File: src/sv/ffla_pkg.sv
// ffla_pkg: shared types and constants of the first-fit free-list allocator.
// Holds the item structs, status and operation codes and the sequencer states.
// No dependencies.
package ffla_pkg;

   // Default geometry (byte heap, alignment and header size are powers of two)
   localparam int HEAP_BYTES_DEF   = 4096;
   localparam int ALIGN_BYTES_DEF  = 8;
   localparam int HEADER_BYTES_DEF = 16;

   // Heap size register
   localparam int CSR_W = 12;
   localparam logic [CSR_W-1:0] INIT_HEAP_SIZE = CSR_W'(1000);

   // Field widths
   localparam int SIZE_W = 12;
   localparam int ADDR_W = 12;

   typedef enum logic {
      FUNC_ALLOC = 1'b0,
      FUNC_FREE  = 1'b1
   } func_type;

   typedef enum logic [2:0] {
      STAT_ALLOCATED = 3'd0,
      STAT_SIZE_ZERO = 3'd1,
      STAT_NO_FIT    = 3'd2,
      STAT_FREED     = 3'd3,
      STAT_NULL_FREE = 3'd4
   } status_type;

   typedef struct packed {
      func_type          func;
      logic [SIZE_W-1:0] request_size;
      logic [ADDR_W-1:0] data_address;
   } req_type;

   typedef struct packed {
      logic [ADDR_W-1:0] alloc_address;
      status_type        status;
   } rsp_type;

   // Verdict of the fit unit on one header
   typedef struct packed {
      logic fits;
      logic split;
   } fit_flags_type;

   typedef enum logic [1:0] {
      ST_INIT,
      ST_IDLE,
      ST_WALK,
      ST_FIX
   } state_type;

endpackage

File: src/sv/ffla_fit_unit.sv
// ffla_fit_unit: compare and subtract unit shared by every step of the free-list walk.
// Decides fit and split for one header and forms the remainder block.
// Depends on ffla_pkg.
module ffla_fit_unit #(
   parameter int HEADER_BYTES = 16,
   parameter int ALIGN_BYTES  = 8,
   parameter int OFF_W        = 13,
   parameter int SZ_W         = 12,
   parameter int WORK_W       = 14
) (
   input  logic [SZ_W-1:0]       hdr_size,
   input  logic [WORK_W-1:0]     need,
   input  logic [OFF_W-1:0]      cur,
   output ffla_pkg::fit_flags_type flags,
   output logic [SZ_W-1:0]       remain,
   output logic [OFF_W-1:0]      split_off
);

   localparam int HBITS = OFF_W - 1;
   localparam int SUM_W = ((OFF_W > WORK_W) ? OFF_W : WORK_W) + 1;
   localparam logic [WORK_W-1:0] SPLIT_MARGIN = WORK_W'(HEADER_BYTES + ALIGN_BYTES);

   logic [WORK_W-1:0] size_ext;
   logic [SUM_W-1:0]  split_sum;

   // Compare the stored size against the need and the split threshold
   always_comb begin
      size_ext    = WORK_W'(hdr_size);
      flags.fits  = size_ext >= need;
      flags.split = size_ext >= (need + SPLIT_MARGIN);
      remain      = SZ_W'(size_ext - need);
      split_sum   = SUM_W'(cur) + SUM_W'(need);
      // Remainder block offset wraps at the heap end
      split_off   = {1'b0, split_sum[HBITS-1:0]};
   end

endmodule

File: config.mk
export PLATFORM = sky130hd
export DESIGN_NAME = ffla_fit_unit
export DESIGN_NICKNAME = d
export VERILOG_FILES = /design/src/sv/ffla_pkg.sv /design/src/sv/ffla_fit_unit.sv
export SDC_FILE = /design/constraint.sdc
export NUM_CORES = 1
export LEC_CHECK = 0
export ABC_AREA = 1
export BUFFER_PORTS_ARGS = -buffer_cell sky130_fd_sc_hd__buf_2
export CAP_MARGIN = 20
export CORE_MARGIN = 2
export CORE_UTILIZATION = 40
export DETAILED_ROUTE_END_ITERATION = 16
export PLACE_DENSITY = 0.68
export SYNTH_ARGS = -nofsm -noshare
export SYNTH_HDL_FRONTEND = slang
export SYNTH_SLANG_ARGS = --single-unit
File: constraint.sdc
create_clock -name vclk -period 6.9
set_input_delay 1.725 -clock vclk [all_inputs]
set_output_delay 1.725 -clock vclk [all_outputs]
set_load 0.02 [all_outputs]
# Word level (Yosys, flattened, before mapping)
# Cells that the tools add are included.
# W data, S select, Z words.
# op_classes
n_addsub	3
n_lt_le_gt_ge	2
# ops
op	n
$ge A12 B14 Y1	2
$add A14 B5 Y14 const B	1
$add A12 B12 Y12	1
$sub A12 B12 Y12	1
# word_totals
reg_bits	0
input_bits	39
output_inout_bits	27

# Longest topological paths before layout
# logic_depth
ltp_word	2
depth_mapped	10
depth_no_buf	10

# Least setup slack after synthesis
# OpenSTA, ideal clock, no wires.
# synth_timing
kind	input to output
from	input need[3]
to	output flags[0] (netlist bit)
t_arrival_ns	3.230
path_slack_ns	1.945
path_stages	10
path_cell_list	inv_1 > ha_1 > nor3_1 > xor2_1 > ha_1 > nand2_1 > o21a_1 > o21ai_0 > nand2_1 > nand3_1
# synth_rtl
item	line	text
start: declaration	ffla_fit_unit.sv:12	input logic [WORK_W-1:0] need,
end: declaration	ffla_fit_unit.sv:14	output ffla_pkg::fit_flags_type flags,

==> metrics.md <==
| Metric | Value |
|---|---|
| Flip-flop and latch count | 0 |
| Final nets | 416 |
| Ports | 66 |
| Final Max Tran Viols | 0 |
| Core area | 0.00403 mm^2 |
| Core Rows | 23 |
| Mapped Cells | 277 |
| RSZ-0062 raised after global routing | false |
| Final Util | 0.510 |
| Total grt overflow | 0 |
| N_diodes | 0 |
| Maxcap violations | 0 |
| Layout cells sized above 1 | 0.247 |
| Post-synthesis sequential area ratio | 0 |
| Status | finished, final reports clean |
| First-pass GRT wire length | 6.70 mm |
| Worst hold path class | in2out |
| Die width | 68.8 um |
| Vias in the first global route | 1646 |
| Peak Freq | 190 MHz |
| Count leader, synth | nand2_1 |
| Drt total wl | 4.17 mm |
| Layout clock buffers | 0 |
| Synth top area cells | ha_1 (25%), nand2_1 (14%), inv_1 (10%), xor2_1 (8.9%), a21oi_1 (5.4%) |
| Ys Warns | 0 |
| Peak fanout along the critical path | 4 |
| Pwr Density | 103 mW/mm^2 |
| Total Die Area | 0.00473 mm^2 |
| Starting density of the core | 0.417 |
| Detail Route Antenna Nets | 0 |
| Peak VDD IR | 0.0567 mV |
| Sequential Area | 0 um^2 |
| Worst Path Arrival | 3.54 ns |
| DRC Markers | 0 |
| Fin. Hold Viols | 0 |
| Post-CTS setup buffers | 0 |
| P_leak | 1.23 nW |
| Area Growth Syn to Fin | 22.4% |
| CP startpoint | need[3] |
| Cell Area, Synth | 0.00168 mm^2 |
| Initial antenna violation count | 0 |
| Largest net degree at the start of global routing | 7 |
| Final period util | 0.763 |
| PortBufs | 64 |
| Post_cts resized | 0 |
| Top cells by count, synth | nand2_1 (63), inv_1 (46), ha_1 (33) |
| CP startpoint kind | input pin |
| Hold_buf cts | 0 |
| Worst Setup End Kind | output port |
| DR pass1 iterations | 4 |
| GRT Resource Usage Total | 0.177 |
| Sum Neg Setup Slack | 0 ns |
| Via Count | 1892 |
| Distinct cells, synth | 30 |
| Post-route minimum period | 5.27 ns |
| CP Data Required Time | 5.18 ns |
| WL/cell | 10.7 um |
| Hold Startpoint | cur[0] |
| Final HPWL DP | 3.80 mm |
| Cell taking the most area after synthesis | ha_1 |
| Vias per Instance | 4.85 |
| Worst Path Class, Setup | in2out |
| Iter 0 DRT Violations | 62 |
| Syn_nets | 351 |
| Avg Synthesized Cell Area | 6.06 um^2 |
| Finish-stage setup viols | 0 |
| RePlAce Congestion | 0.929 |
| Die Y | 68.8 um |
| Share of the synthesized area in the top cell type | 0.246 |
[cell families (layout without fill, tap and decap cells)]
group | after synthesis | after routing | synth area share
and+or+nand+nor | 128 | 128 | 0.356
AOI/OAI and AO/OA | 38 | 38 | 0.126
other | 1 | 1 | 0.00223
buffers and inverters | 51 | 114 | 0.116
xor gates and xnor gates | 24 | 24 | 0.130
adders and majority gates | 35 | 35 | 0.270
[through the flow]
step / hold WS, ns / cells / setup slack [ns] / total power, mW / cell area (um^2)
after global routing: 3.80 / 390 / 1.47 / 0.236 / 2050
final: 3.78 / 390 / 1.63 / 0.211 / 2050
after CTS: 3.79 / 390 / 1.63 / 0.212 / 2050
after floorplan: 3.65 / 277 / 1.95 / 0.149 / 1680
after global placement: 3.78 / 390 / 1.64 / 0.209 / 2050
after detailed placement: 3.79 / 390 / 1.64 / 0.211 / 2050
[critical path, cell delays in order]
cell	delay, ns
buf_2	0.11
inv_1	0.06
ha_1	0.27
nor3_1	0.25
xor2_1	0.10
ha_1	0.32
nand2_1	0.08
o21a_1	0.18
o21ai_0	0.14
nand2_1	0.08
nand3_1	0.07
buf_2	0.16
[area by class of cell]
cell class                 instances  area (um^2)
tap                               50         62.6
multi-input combinational        226         1480
inverter                          50          188
fill                             459         1970
timing repair buffer              64          320
[path summary, 6_finish.rpt]
kind      endpoint  slack [ns]  cells past startpoint
max       flags[0]        1.63                     12
min   split_off[0]        3.78                      3
[power by group]
group	switching (mW)	internal (mW)	total, mW
Sequential	0	0	0
Clock	0	0	0
Combinational	0.133	0.0784	0.211
[layout by cell type (no fill, tap or decap), drive strengths merged, types with 9 or more instances in the layout]
master,count
a21oi,19
buf,64
ha,33
inv,50
nand2,71
nand3,16
nand4,9
nor2,19
o21ai,14
xor2,18
[layer usage]
layer  part of all wire  wire length (um)  vias to the layer above  GRT usage
li1                   -                 -                     1033          -
met1               0.48              1980                      817      0.234
met2               0.48              2010                       42      0.339
met3              0.042               175                        0    0.00487
met4                  0                 0                        0          0
met5                  0                 0                        -          0
No activity file was read; power rests on OpenSTA's default activity.
